**src/rtl/aes_pkg.sv**
```systemverilog
// Package with types, constants and byte functions shared by the AES block cipher modules.
`timescale 1ns / 1ps
package aes_pkg;

    localparam int RoundKeyWords = 60;
    localparam int RkAddrW = $clog2(RoundKeyWords);

    typedef enum logic [2:0] {
        MODE_ECB_ENC = 3'd0,
        MODE_ECB_DEC = 3'd1,
        MODE_CBC_ENC = 3'd2,
        MODE_CBC_DEC = 3'd3,
        MODE_CTR     = 3'd4
    } mode_t;

    typedef enum logic [2:0] {
        REG_KEY0 = 3'd0,
        REG_KEY1 = 3'd1,
        REG_KEY2 = 3'd2,
        REG_KEY3 = 3'd3,
        REG_KLEN = 3'd4,
        REG_MODE = 3'd5,
        REG_IVH  = 3'd6,
        REG_IVL  = 3'd7
    } reg_index_t;

    typedef enum logic [2:0] {
        ST_IDLE,
        ST_EXPAND,
        ST_LOAD,
        ST_ROUND,
        ST_FINISH,
        ST_OUT
    } state_t;

    // Controller to datapath.
    typedef struct packed {
        logic       take_input;
        logic       expand_start;
        logic       expand_step;
        logic       load_block;
        logic       round_step;
        logic       finish;
        logic [3:0] round_num;
        logic       last_round;
        logic [3:0] key_round;
    } dp_cmd_t;

    // Datapath to controller.
    typedef struct packed {
        logic first_block;
        logic expand_done;
        logic decrypt;
        logic [3:0] rounds;
    } dp_status_t;

    function automatic logic [7:0] sbox(input logic [7:0] a);
        logic [7:0] t [256];
        t = '{
        8'h63,8'h7c,8'h77,8'h7b,8'hf2,8'h6b,8'h6f,8'hc5,8'h30,8'h01,8'h67,8'h2b,8'hfe,8'hd7,8'hab,8'h76,
        8'hca,8'h82,8'hc9,8'h7d,8'hfa,8'h59,8'h47,8'hf0,8'had,8'hd4,8'ha2,8'haf,8'h9c,8'ha4,8'h72,8'hc0,
        8'hb7,8'hfd,8'h93,8'h26,8'h36,8'h3f,8'hf7,8'hcc,8'h34,8'ha5,8'he5,8'hf1,8'h71,8'hd8,8'h31,8'h15,
        8'h04,8'hc7,8'h23,8'hc3,8'h18,8'h96,8'h05,8'h9a,8'h07,8'h12,8'h80,8'he2,8'heb,8'h27,8'hb2,8'h75,
        8'h09,8'h83,8'h2c,8'h1a,8'h1b,8'h6e,8'h5a,8'ha0,8'h52,8'h3b,8'hd6,8'hb3,8'h29,8'he3,8'h2f,8'h84,
        8'h53,8'hd1,8'h00,8'hed,8'h20,8'hfc,8'hb1,8'h5b,8'h6a,8'hcb,8'hbe,8'h39,8'h4a,8'h4c,8'h58,8'hcf,
        8'hd0,8'hef,8'haa,8'hfb,8'h43,8'h4d,8'h33,8'h85,8'h45,8'hf9,8'h02,8'h7f,8'h50,8'h3c,8'h9f,8'ha8,
        8'h51,8'ha3,8'h40,8'h8f,8'h92,8'h9d,8'h38,8'hf5,8'hbc,8'hb6,8'hda,8'h21,8'h10,8'hff,8'hf3,8'hd2,
        8'hcd,8'h0c,8'h13,8'hec,8'h5f,8'h97,8'h44,8'h17,8'hc4,8'ha7,8'h7e,8'h3d,8'h64,8'h5d,8'h19,8'h73,
        8'h60,8'h81,8'h4f,8'hdc,8'h22,8'h2a,8'h90,8'h88,8'h46,8'hee,8'hb8,8'h14,8'hde,8'h5e,8'h0b,8'hdb,
        8'he0,8'h32,8'h3a,8'h0a,8'h49,8'h06,8'h24,8'h5c,8'hc2,8'hd3,8'hac,8'h62,8'h91,8'h95,8'he4,8'h79,
        8'he7,8'hc8,8'h37,8'h6d,8'h8d,8'hd5,8'h4e,8'ha9,8'h6c,8'h56,8'hf4,8'hea,8'h65,8'h7a,8'hae,8'h08,
        8'hba,8'h78,8'h25,8'h2e,8'h1c,8'ha6,8'hb4,8'hc6,8'he8,8'hdd,8'h74,8'h1f,8'h4b,8'hbd,8'h8b,8'h8a,
        8'h70,8'h3e,8'hb5,8'h66,8'h48,8'h03,8'hf6,8'h0e,8'h61,8'h35,8'h57,8'hb9,8'h86,8'hc1,8'h1d,8'h9e,
        8'he1,8'hf8,8'h98,8'h11,8'h69,8'hd9,8'h8e,8'h94,8'h9b,8'h1e,8'h87,8'he9,8'hce,8'h55,8'h28,8'hdf,
        8'h8c,8'ha1,8'h89,8'h0d,8'hbf,8'he6,8'h42,8'h68,8'h41,8'h99,8'h2d,8'h0f,8'hb0,8'h54,8'hbb,8'h16};
        return t[a];
    endfunction

    function automatic logic [7:0] inv_sbox(input logic [7:0] a);
        logic [7:0] t [256];
        t = '{
        8'h52,8'h09,8'h6a,8'hd5,8'h30,8'h36,8'ha5,8'h38,8'hbf,8'h40,8'ha3,8'h9e,8'h81,8'hf3,8'hd7,8'hfb,
        8'h7c,8'he3,8'h39,8'h82,8'h9b,8'h2f,8'hff,8'h87,8'h34,8'h8e,8'h43,8'h44,8'hc4,8'hde,8'he9,8'hcb,
        8'h54,8'h7b,8'h94,8'h32,8'ha6,8'hc2,8'h23,8'h3d,8'hee,8'h4c,8'h95,8'h0b,8'h42,8'hfa,8'hc3,8'h4e,
        8'h08,8'h2e,8'ha1,8'h66,8'h28,8'hd9,8'h24,8'hb2,8'h76,8'h5b,8'ha2,8'h49,8'h6d,8'h8b,8'hd1,8'h25,
        8'h72,8'hf8,8'hf6,8'h64,8'h86,8'h68,8'h98,8'h16,8'hd4,8'ha4,8'h5c,8'hcc,8'h5d,8'h65,8'hb6,8'h92,
        8'h6c,8'h70,8'h48,8'h50,8'hfd,8'hed,8'hb9,8'hda,8'h5e,8'h15,8'h46,8'h57,8'ha7,8'h8d,8'h9d,8'h84,
        8'h90,8'hd8,8'hab,8'h00,8'h8c,8'hbc,8'hd3,8'h0a,8'hf7,8'he4,8'h58,8'h05,8'hb8,8'hb3,8'h45,8'h06,
        8'hd0,8'h2c,8'h1e,8'h8f,8'hca,8'h3f,8'h0f,8'h02,8'hc1,8'haf,8'hbd,8'h03,8'h01,8'h13,8'h8a,8'h6b,
        8'h3a,8'h91,8'h11,8'h41,8'h4f,8'h67,8'hdc,8'hea,8'h97,8'hf2,8'hcf,8'hce,8'hf0,8'hb4,8'he6,8'h73,
        8'h96,8'hac,8'h74,8'h22,8'he7,8'had,8'h35,8'h85,8'he2,8'hf9,8'h37,8'he8,8'h1c,8'h75,8'hdf,8'h6e,
        8'h47,8'hf1,8'h1a,8'h71,8'h1d,8'h29,8'hc5,8'h89,8'h6f,8'hb7,8'h62,8'h0e,8'haa,8'h18,8'hbe,8'h1b,
        8'hfc,8'h56,8'h3e,8'h4b,8'hc6,8'hd2,8'h79,8'h20,8'h9a,8'hdb,8'hc0,8'hfe,8'h78,8'hcd,8'h5a,8'hf4,
        8'h1f,8'hdd,8'ha8,8'h33,8'h88,8'h07,8'hc7,8'h31,8'hb1,8'h12,8'h10,8'h59,8'h27,8'h80,8'hec,8'h5f,
        8'h60,8'h51,8'h7f,8'ha9,8'h19,8'hb5,8'h4a,8'h0d,8'h2d,8'he5,8'h7a,8'h9f,8'h93,8'hc9,8'h9c,8'hef,
        8'ha0,8'he0,8'h3b,8'h4d,8'hae,8'h2a,8'hf5,8'hb0,8'hc8,8'heb,8'hbb,8'h3c,8'h83,8'h53,8'h99,8'h61,
        8'h17,8'h2b,8'h04,8'h7e,8'hba,8'h77,8'hd6,8'h26,8'he1,8'h69,8'h14,8'h63,8'h55,8'h21,8'h0c,8'h7d};
        return t[a];
    endfunction

    function automatic logic [7:0] xtime(input logic [7:0] v);
        return {v[6:0], 1'b0} ^ (v[7] ? 8'h1b : 8'h00);
    endfunction

    function automatic logic [31:0] sub_word(input logic [31:0] w);
        return {sbox(w[31:24]), sbox(w[23:16]), sbox(w[15:8]), sbox(w[7:0])};
    endfunction

endpackage

```
**src/rtl/aes_ctrl.sv**
```systemverilog
// Controller state machine sequencing key expansion, round key loads and rounds.
`timescale 1ns / 1ps
module aes_ctrl (
    input  logic                aclk,
    input  logic                aresetn,
    input  logic                in_valid,
    output logic                in_ready,
    output logic                out_valid,
    input  logic                out_ready,
    input  aes_pkg::dp_status_t status,
    output aes_pkg::dp_cmd_t    cmd
);
    aes_pkg::state_t state_reg, state_next;
    logic [3:0] round_reg, round_next;
    logic [2:0] lcnt_reg, lcnt_next;
    logic       expand_go_reg, expand_go_next;
    logic [3:0] step_num;

    always_ff @(posedge aclk) begin
        if (!aresetn) begin
            state_reg     <= aes_pkg::ST_IDLE;
            round_reg     <= '0;
            lcnt_reg      <= '0;
            expand_go_reg <= 1'b0;
        end else begin
            state_reg     <= state_next;
            round_reg     <= round_next;
            lcnt_reg      <= lcnt_next;
            expand_go_reg <= expand_go_next;
        end
    end

    // Steps count 0..rounds; decryption walks the key schedule backward.
    assign step_num = round_reg;

    always_comb begin
        state_next     = state_reg;
        round_next     = round_reg;
        lcnt_next      = lcnt_reg;
        expand_go_next = 1'b0;
        cmd            = '0;
        in_ready       = 1'b0;
        out_valid      = 1'b0;
        cmd.round_num  = step_num;
        cmd.last_round = (step_num == status.rounds);
        cmd.key_round  = status.decrypt ? status.rounds - step_num : step_num;
        unique case (state_reg)
            aes_pkg::ST_IDLE: begin
                in_ready = 1'b1;
                if (in_valid) begin
                    cmd.take_input = 1'b1;
                    round_next     = '0;
                    state_next     = aes_pkg::ST_EXPAND;
                end
            end
            aes_pkg::ST_EXPAND: begin
                if (status.first_block && !expand_go_reg) begin
                    cmd.expand_start = 1'b1;
                    expand_go_next   = 1'b1;
                end else if (status.first_block && !status.expand_done) begin
                    cmd.expand_step = 1'b1;
                    expand_go_next  = 1'b1;
                end else begin
                    lcnt_next  = '0;
                    state_next = aes_pkg::ST_LOAD;
                end
            end
            aes_pkg::ST_LOAD: begin
                cmd.load_block = 1'b1;
                lcnt_next      = lcnt_reg + 3'd1;
                if (lcnt_reg == 3'd4) begin
                    lcnt_next  = '0;
                    state_next = aes_pkg::ST_ROUND;
                end
            end
            aes_pkg::ST_ROUND: begin
                cmd.round_step = 1'b1;
                round_next     = round_reg + 4'd1;
                state_next     = (step_num == status.rounds) ? aes_pkg::ST_FINISH
                                                              : aes_pkg::ST_LOAD;
            end
            aes_pkg::ST_FINISH: begin
                cmd.finish = 1'b1;
                state_next = aes_pkg::ST_OUT;
            end
            aes_pkg::ST_OUT: begin
                out_valid = 1'b1;
                if (out_ready) state_next = aes_pkg::ST_IDLE;
            end
            default: state_next = aes_pkg::ST_IDLE;
        endcase
    end
endmodule

```
**config.mk**
```make
export PLATFORM = sky130hd
export DESIGN_NAME = aes_ctrl
export DESIGN_NICKNAME = d
export VERILOG_FILES = /design/src/rtl/aes_pkg.sv /design/src/rtl/aes_ctrl.sv
export SDC_FILE = /design/constraint.sdc
export NUM_CORES = 1
export LEC_CHECK = 0
export ABC_AREA = 1
export BUFFER_PORTS_ARGS = -buffer_cell sky130_fd_sc_hd__buf_2
export CAP_MARGIN = 5
export CORE_MARGIN = 1.5
export CORE_UTILIZATION = 35
export DETAILED_ROUTE_END_ITERATION = 10
export GPL_ROUTABILITY_DRIVEN = 0
export PLACE_DENSITY = 0.55
export SLEW_MARGIN = 30
export SYNTH_ARGS = -nofsm -noshare
export SYNTH_HDL_FRONTEND = slang
export SYNTH_SLANG_ARGS = --single-unit
```
**constraint.sdc**
```tcl
create_clock -name aclk -period 3.8 [get_ports aclk]
set_clock_uncertainty 0.05 [all_clocks]
set_input_delay 0.19 -clock aclk [delete_from_list [all_inputs] [get_ports aclk]]
set_output_delay 0.19 -clock aclk [all_outputs]
set_load 0.03 [all_outputs]
```
==> run metrics, run 1 <==
Synth top area share=0.2635; Synth Cell Area=835.8 sq um; Async S/R FF share, synth=0; Post-CTS Repair Setup Buffers=0; clk_lat worst skew=between 200 and 300 ps; main combinational cell family by area after synthesis=simple AND/OR/NAND/NOR gates; DR pass1 iterations=4; largest stage delay on the critical path=around 400 ps; Slew headroom=0.8088; DRT iter0 DRCs=11; critical path class=reg2out; Highest Clock Rate=roughly 490 MHz; clk buf depth=2; Root Driver=clkbuf_4; fraction of layout cells with a size suffix above 1=0.2994; total track usage=0.1583; Fin Hold WS=around 95 ps; Max VDD drop=between 0.3 and 0.4 mV; worst path bufs/invs=1; leading area contributor after synthesis=dfxtp_1; final slew viol count=0; max cap viols=0; vias in the first global route=between 700 and 800; crit-path leading delay family=adder cells; I/O pins=28; Yosys warnings=0; die area=~2700 sq um; post-route ant nets=0; HPWL after detailed placement=1.511 mm; setup TNS=0 ps; Port Buffers=27; Setup crit end kind=output port; mux cell area share after synthesis=0; CTS H-tree depth=1; Worst EP required=between 3000 and 4000 ps; predominant post-synthesis flop cell=dfxtp_1; Pleak=~0.55 nW; worst-path fanout max=8; first-pass GRT wire length=3.180 mm; hold-fix buffers at CTS=0; sequential cell area fraction in the yosys report=0.2635; core area=2233 sq um; via count=852; most frequent cells after synthesis=34 x nand2_1, 20 x inv_1, 11 x dfxtp_1; # nets final=176; diodes inserted=0; initial antenna violation count=0; drt drc=0; Core Rows=17; routed vias/inst=4.605; chip width=slightly above 50 um; Worst path slowest cell=dfxtp_1; final WL=1.865 mm; flops & latches, synth=11; RSZ-0062 raised after global routing=false; Avg Synthesized Cell Area=about 6.6 sq um; Routed WL per cell=roughly 10 um; DIE HEIGHT=approximately 52 um; count of different cell masters after synthesis=25; largest net degree at the start of global routing=9; area delta synth->final=23.50%; post-synthesis simple-gate area fraction=0.3683; Setup WS post-layout=~1800 ps; startpoint types=flop; compound-gate portion of the synthesized area=0.1108; CTS tree=yes; grt ovf=0; top-count cell post-synth=nand2_1; final hold vios=0; Final setup violation count=0; Post-Synth XOR/XNOR Area=0.03144; status=complete, no violations; Synth Area in Adders=0.1138; Period minus WS final=~2000 ps; CTS Buf Count=3; largest cells by area after synthesis=dfxtp_1 26%, nand2_1 15%, ha_1 9.0%, inv_1 9.0%, a21oi_1 6.0%; worst slew pin tran=286.5 ps; Resized Gates After CTS=0; pwr/cell area=about 520 nW/um^2; Cells after Synth=approximately 130; crit path cell chain=ha_1, fa_1, xor2_1, o21ai_0, buf_2; EDFF count, synth=0; Starting Density=0.3742; Hold Crit Class=in2reg; pre-CTS WS=2040 ps; clock-pin slew on the worst setup and hold paths=70 ps; Largest register FFs=4; Mapped Nets=144; Worst EP arrival=between 1500 and 2000 ps; # clock sinks=11; Period Utilization, post-route=0.5349
==> cell usage in the layout (no fill, tap or decap) <==
cell type and n:
nand3_2 3, buf_2 27, fa_1 1, clkbuf_4 3
nand4_1 3, a21oi_1 10, o21ai_1 1, clkinv_1 1
nor2_2 3, o21ai_0 6, ha_1 6, or2_2 1
clkbuf_1 1, nor2_4 1, nand2_1 34, nand2_2 4
inv_1 20, nand3b_1 2, nor3_2 1, xnor2_1 1
nor4_1 1, nand3_1 3, dfxtp_1 11, nor2_1 5
nor3_1 1, o211ai_1 1, inv_2 4, xor2_1 2
==> worst paths after layout <==
path	start	to	slack [ps]	cells past startpoint
setup / recovery	round_reg[0]	cmd[2]	1770	5
hold / removal	aresetn	state_reg[2]	90	3
setup reg to reg	round_reg[2]	state_reg[2]	2290	8
hold reg to reg	lcnt_reg[1]	lcnt_reg[1]	440	2
==> report_power, final <==
part,switching [mW],internal [mW]
registers,0.0260,0.134
logic,0.203,0.0929
clock network,0.0435,0.0408
==> through the flow <==
step	std cells	cell area (sq um)	power [mW]	utilization
finish	185	1032	0.5397	0.4622
floorplan	126	835.8	0.3898	-
CTS	185	1032	0.5473	0.4622
global placement	181	1006	0.4582	0.4504
global route	185	1032	0.5949	0.4622
detailed placement	181	1006	0.4597	0.4504
==> area by class of cell <==
class / instances / area [sq um]
Clock buffer: 4 / 26.28
Fill cell: 257 / 1201
Inverter: 25 / 93.84
Multi-Input combinational cell: 90 / 521.8
Sequential cell: 11 / 220.2
Tap cell: 28 / 35.03
Timing Repair Buffer: 27 / 135.1
==> cell families (layout without fill, tap and decap cells) <==
logic type	after synthesis	in the layout
buffers and inverters	25	56
DFF	11	11
adders and majority gates	7	7
AOI/OAI and AO/OA	18	18
and+or+nand+nor	62	62
xor gates and xnor gates	3	3
==> worst min-delay path, stage by stage <==
cell and delay [ps]:
buf_2 110, nand2_1 50, inv_1 40
==> routing by layer <==
| layer | track usage | vias to the layer above | wire, um |
|---|---|---|---|
| li1 | - | 462 | - |
| met2 | 0.2595 | 14 | 839 |
| met5 | 0 | - | 0 |
| met4 | 0.02632 | 0 | 18 |
| met1 | 0.2043 | 373 | 926 |
| met3 | 0.05172 | 3 | 81 |
Note: power is estimated with default switching activity, not from simulation.
==> run 2: changes to the inputs <==
--- a/config.mk
+++ b/config.mk
@@ -5,7 +5,7 @@
 export SDC_FILE = /design/constraint.sdc
 export NUM_CORES = 1
 export LEC_CHECK = 0
-export ABC_AREA = 1
+export ABC_AREA = 0
 export BUFFER_PORTS_ARGS = -buffer_cell sky130_fd_sc_hd__buf_2
 export CAP_MARGIN = 5
 export CORE_MARGIN = 1.5
==> constraint.sdc (replaced) <==
create_clock -name aclk -period 1.9 [get_ports aclk]
set_clock_uncertainty 0.05 [all_clocks]
set_input_delay 0.095 -clock aclk [delete_from_list [all_inputs] [get_ports aclk]]
set_output_delay 0.095 -clock aclk [all_outputs]
set_load 0.03 [all_outputs]
==> run metrics, run 2 <==
overall power=810.4 uW (+50%); CTS tree=yes; worst r2r dst=state_reg[1]; predominant post-synthesis flop cell=dfxtp_1; flops & latches, synth=11 (unchanged); final hold vios=0 (unchanged); GR Layer Usage met2=0.2403 (-0.01923); # nets final=153 (-13%); startpoint types=flop; largest stage delay on the critical path=340 ps (-50 ps); worst path bufs/invs=2 (+1); combinational power share=0.429 (-0.119); initial antenna violation count=0 (unchanged); Most Crowded Layer GR=met2; Starting Density=0.3666 (-0.007582); FF-to-FF path depth=5 (-3); final WL=1.840 mm (-1.3%); Period minus WS final=1933 ps; Net Sw Frac=0.4240 (-0.08081); Setup WS post-layout=-33.02 ps (-1800 ps); CTS H-tree depth=1 (unchanged); pwr/cell area=763.8 nW/um^2 (+46%); die area=2591 sq um (-3.7%); Worst EP required=1750 ps (-1810 ps); Synth Cell Area=803.3 sq um (-3.9%); CTS Buf Count=3 (unchanged); drt drc=0 (unchanged); Routed WL per cell=11.36 um (+13%); Post-CTS Repair Setup Buffers=0 (unchanged); grt ovf=0 (unchanged); Largest register FFs=4 (unchanged); Highest Clock Rate=between 500 and 600 MHz; Max VDD drop=0.4236 mV (+29%); NetSw=343.6 uW (+26%); min-delay src=aresetn; cell mode on critical path=o21a_1; EDFF count, synth=0 (unchanged); hold depth=2 (-1); diodes inserted=0 (unchanged); Worst EP arrival=1790 ps (about the same); HPWL after detailed placement=1.478 mm (-2.2%); post-route ant nets=0 (unchanged); Hold Path Sink=expand_go_reg; fraction of layout cells with a size suffix above 1=0.3657 (+0.06631); Internal=466.8 uW (+75%); worst slew pin tran=442.2 ps (+155.7 ps); first-pass GRT wire length=3.229 mm (+1.5%); Yosys warnings=0 (unchanged); core area=2191 sq um (-1.9%); DR pass1 iterations=4 (unchanged); vias in the first global route=730 (-0.82%); clock-pin slew on the worst setup and hold paths=70 ps (about the same); failing checks=negative setup slack; leading area contributor after synthesis=dfxtp_1; Pleak=0.4936 nW (-11%); Period Utilization, post-route=1.017; crit path cell chain=inv_2, ha_4, nor2b_4, o21a_1, o21a_1, o21a_1, xor2_2, buf_6; Cells after Synth=103 (-18%); commonest non-fill, non-tap cell in the layout=buf_2; critical path class=reg2out; pre-CTS WS=150.7 ps (-1889 ps); largest cells by area after synthesis=dfxtp_1 27%, ha_1 9.3%, a21oi_1 6.2%, nand2_1 5.1%, nor2_1 4.7%; chip width=50.91 um (-1.9%); worst r2r src=state_reg[0]; via count=807 (-5.3%); routed vias/inst=4.981 (+8.2%); largest net degree at the start of global routing=14 (+5); met1 Use GR=0.2341 (+0.02986); DRT iter0 DRCs=15 (+4); Port Buffers=27 (unchanged); clk buf depth=2 (unchanged); Hold Crit Class=in2reg; I/O pins=28 (unchanged); total track usage=0.1631 (+0.004755); Synth top area share=0.2741 (+0.01067); Slew headroom=0.7048 (-0.1040); DIE HEIGHT=50.91 um (-1.9%); reg2reg setup slack=310 ps (-1980 ps); Avg Synthesized Cell Area=7.799 sq um (+18%); Core Rows=17 (unchanged); GR Layer Usage met3=0.03509 (-0.01664); Root Driver=clkbuf_4; clock power share=0.196 (+0.040); worst-path fanout max=2 (-6); Fin Hold WS=43.38 ps (-51.21 ps); status=finished, violations left; # clock sinks=11 (unchanged); Setup crit end kind=output port; Mapped Nets=121 (-16%); clk_lat worst skew=260 ps (-20 ps); area delta synth->final=32.09%; Sequential Power Share=0.375 (+0.079); Worst path slowest cell=dfxtp_2; most frequent cells after synthesis=11 x dfxtp_1, 11 x nand2_1, 10 x a21oi_1, 10 x nor2_1, 9 x inv_1; max cap viols=0 (unchanged); hold-fix buffers at CTS=0 (unchanged); RSZ-0062 raised after global routing=true; Async S/R FF share, synth=0 (unchanged); count of different cell masters after synthesis=33 (+32%); commonest non-fill, non-tap cells in the layout=25 x buf_2, 11 x nand2_1, 10 x a21oi_1, 10 x dfxtp_1, 9 x nor2_1; crit-path leading delay family=compound AO/OA/AOI/OAI gates; final slew viol count=0 (unchanged); sequential cell area fraction in the yosys report=0.2741 (+0.01067); Final setup violation count=1 (+1)
## run 2: cell count changes after synthesis, sizes merged, moves of 3 or more
| cell | before | now |
|---|---|---|
| nand2 | 38 | 11 |
| inv | 24 | 10 |
| a21oi | 10 | 13 |
| buf | 0 | 3 |
| nand4 | 3 | 0 |
| nor3b | 0 | 3 |
| o21a | 0 | 3 |
## run 2: power by group through the flow
stage | Combinational [mW] | Sequential (mW) | Clock (mW)
5_1_grt | 0.385 | 0.312 | 0.176
2_1_floorplan | 0.286 | 0.278 | 0
3_5_place_dp | 0.339 | 0.309 | 0
6_report | 0.348 | 0.304 | 0.159
4_1_cts | 0.349 | 0.304 | 0.165
3_3_place_gp | 0.335 | 0.307 | 0
## run 2: layer usage
layer / routed length [um] / part of all wire
met5: 0 / 0
met1: 924 / 0.50
met4: 17 / 0.0092
met2: 816 / 0.44
met3: 82 / 0.045
## run 2: worst max path at each step
stage              to          from  cells past startpoint  slack, ps
2_1_floorplan  cmd[3]  round_reg[1]                      7        -20
3_3_place_gp   cmd[3]  round_reg[1]                      8        170
3_5_place_dp   cmd[3]  round_reg[1]                      8        150
4_1_cts        cmd[3]  round_reg[1]                      8        -50
5_1_grt        cmd[3]  round_reg[1]                      8       -100
6_report       cmd[3]  round_reg[1]                      8        -30
## run 2: cell type report
cell class / instances / area [sq um]
fillers: 236 / 1130
multi-input cells: 79 / 574.3
flip-flops and latches: 11 / 221.5
repair buffers: 30 / 166.4
inverters: 10 / 37.54
well taps: 28 / 35.03
clock buffers: 4 / 26.28
## run 2: cells by family after synthesis
logic type | count (synthesis) | synth area share
xor gates and xnor gates | 4 | 0.04362
DFF | 11 | 0.2741
adders and majority gates | 7 | 0.1184
and+or+nand+nor | 42 | 0.2773
buffers and inverters | 13 | 0.07943
AOI/OAI and AO/OA | 26 | 0.2072
## run 2: what timing repair did
item                       in CTS  in global routing
setup endpoints to repair       1                  2
resized for setup               6                  2
pin swaps                       2                  2
## run 2: worst reg2reg max path, stage by stage (launching register included)
cell and delay [ps]:
dfxtp_1 600, or3_1 200, a21oi_2 60, nor3_1 300, a21oi_1 130, nor3b_2 180
## run 2: per-stage QoR
step             util  area [sq um]  std cells  TNS (ps)
2_1_floorplan       -         824.5        103    -23.84
3_3_place_gp   0.4523         991.0        158         0
3_5_place_dp   0.4523         991.0        158         0
4_1_cts        0.4820          1056        162    -45.77
5_1_grt        0.4843          1061        162    -102.0
6_report       0.4843          1061        162    -33.02
==> run 3: changes to the inputs <==
--- a/config.mk
+++ b/config.mk
@@ -5,15 +5,16 @@
 export SDC_FILE = /design/constraint.sdc
 export NUM_CORES = 1
 export LEC_CHECK = 0
-export ABC_AREA = 0
+export ABC_AREA = 1
 export BUFFER_PORTS_ARGS = -buffer_cell sky130_fd_sc_hd__buf_2
 export CAP_MARGIN = 5
 export CORE_MARGIN = 1.5
 export CORE_UTILIZATION = 35
+export CTS_BUF_LIST = sky130_fd_sc_hd__clkbuf_4
 export DETAILED_ROUTE_END_ITERATION = 10
 export GPL_ROUTABILITY_DRIVEN = 0
 export PLACE_DENSITY = 0.55
-export SLEW_MARGIN = 30
+export SLEW_MARGIN = 20
 export SYNTH_ARGS = -nofsm -noshare
 export SYNTH_HDL_FRONTEND = slang
 export SYNTH_SLANG_ARGS = --single-unit
==> run metrics, run 3 (synthesis results as in run 1) <==
final hold vios=0 (unchanged); status=complete, no violations; DP Area=1006 sq um (+1.5%); I/O pins=28 (unchanged); Highest Clock Rate=561.9 MHz (+8.6%); Starting Density=0.3742 (+0.007582); area delta synth->final=27.54%; worst-path fanout max=8 (+6); vias in the first global route=721 (-1.2%); overall power=1.083 mW (+34%); largest net degree at the start of global routing=9 (-5); fraction of layout cells with a size suffix above 1=0.3439 (-0.02172); core area=2233 sq um (+1.9%); Post-CTS Repair Setup Buffers=0 (unchanged); FF-to-FF path depth=8 (+3); hold depth=3 (+1); Setup crit end kind=output port; pwr/cell area=1016 nW/um^2 (+33%); total track usage=0.1495 (-0.01355); min-delay src=aresetn; reg2reg setup slack=510 ps (+200 ps); Port Buffers=27 (unchanged); Core Rows=17 (unchanged); diodes inserted=0 (unchanged); commonest non-fill, non-tap cell in the layout=nand2_1; initial antenna violation count=0 (unchanged); critical path class=reg2out; Worst EP arrival=1630 ps (-160 ps); Period Utilization, post-route=0.9367 (-0.08070); max cap viols=0 (unchanged); CTS tree=yes; worst r2r src=round_reg[2]; Non-Filler Instances=185 (+14%); Final setup violation count=0 (-1); DIE HEIGHT=51.87 um (+1.9%); Hold Path Sink=state_reg[2]; Hold Crit Class=in2reg; grt ovf=0 (unchanged); CTS Buf Count=3 (unchanged); design area=1066 sq um (+0.47%); Max VDD drop=0.7017 mV (+66%); die area=2690 sq um (+3.8%); FILL cells=244 (+3.4%); crit path cell chain=ha_1, fa_2, xor2_1, o21ai_1, buf_4; clk buf depth=2 (unchanged); DP Cell Count=181 (+15%); CTS H-tree depth=1 (unchanged); worst slew pin tran=292.9 ps (-149.3 ps); HPWL after detailed placement=1.457 mm (-1.4%); final slew viol count=0 (unchanged); commonest non-fill, non-tap cells in the layout=34 x nand2_1, 25 x buf_2, 20 x inv_1, 9 x a21oi_1, 8 x dfxtp_1; final WL=1.851 mm (+0.60%); Routed WL per cell=10.01 um (-12%); DR pass1 iterations=4 (unchanged); # nets final=176 (+15%); drt drc=0 (unchanged); # clock sinks=11 (unchanged); DRT iter0 DRCs=22 (+7); clock-pin slew on the worst setup and hold paths=70 ps (about the same); Pleak=0.5596 nW (+13%); Resized Gates After CTS=2 (-4); hold-fix buffers at CTS=0 (unchanged); chip width=51.87 um (+1.9%); Largest register FFs=4 (unchanged); worst r2r dst=state_reg[2]; Critical Path Source=round_reg[0]; RSZ-0062 raised after global routing=false; largest stage delay on the critical path=380 ps (+40 ps); first-pass GRT wire length=2.994 mm (-7.3%); Root Driver=clkbuf_4; setup TNS=0 ps (+33.02 ps); post-route ant nets=0 (unchanged); via count=852 (+5.6%); Setup WS post-layout=120.3 ps (+153.3 ps); Worst EP required=1750 ps (about the same); Worst path slowest cell=dfxtp_4; routed vias/inst=4.605 (-7.5%); Slew headroom=0.8045 (+0.09970); pre-CTS WS=307.1 ps (+156.4 ps); Period minus WS final=1780 ps (-153.3 ps); startpoint types=flop; clk_lat worst skew=270 ps (about the same)
-- run 3: cell type report --
type | count | area, sq um | share of cell area
well taps | 28 | 35.03 | 0.03286
flip-flops and latches | 11 | 229.0 | 0.2148
clock buffers | 3 | 22.52 | 0.02113
repair buffers | 27 | 140.1 | 0.1315
multi-input cells | 90 | 540.5 | 0.5070
clock inverters | 1 | 5.005 | 0.004695
inverters | 25 | 93.84 | 0.08803
-- run 3: worst max path at each step --
stage                   to  slack, ps  cells after the start
detailed placement  cmd[2]        310                      5
global placement    cmd[3]        320                      7
floorplan           cmd[3]         20                      6
CTS                 cmd[3]          5                      7
global route        cmd[3]         20                      7
finish              cmd[2]        120                      5
-- run 3: where the power goes --
part           switching [mW]  internal [mW]
clock network          0.0884         0.0780
registers              0.0530          0.267
logic                   0.406          0.191
total                   0.547          0.536
-- run 3: metrics by stage --
step | util | hold slack (ps)
after global placement | 0.4504 | 280.1
after detailed placement | 0.4504 | 287.4
after floorplan | - | 142.6
after CTS | 0.4644 | 0.3515
after global routing | 0.4773 | 25.47
final | 0.4773 | 2.734
-- run 3: per-layer routing --
layer | track usage | vias to the layer above | wire [um]
li1 | - | 467 | -
met1 | 0.1946 | 367 | 975
met2 | 0.2278 | 16 | 802
met3 | 0.03448 | 2 | 60
met4 | 0.07895 | 0 | 12
met5 | 0 | - | 0
-- run 3: worst max-delay path: cells and delay by family, from the launching register on --
| family | cells | cell delay [ps] |
|---|---|---|
| AO/OA/AOI/OAI | 1 | 120 |
| adder cells (fa/ha/maj) | 2 | 550 |
| buffers and inverters | 1 | 170 |
| XOR/XNOR | 1 | 150 |
| flip-flops | 1 | 380 |
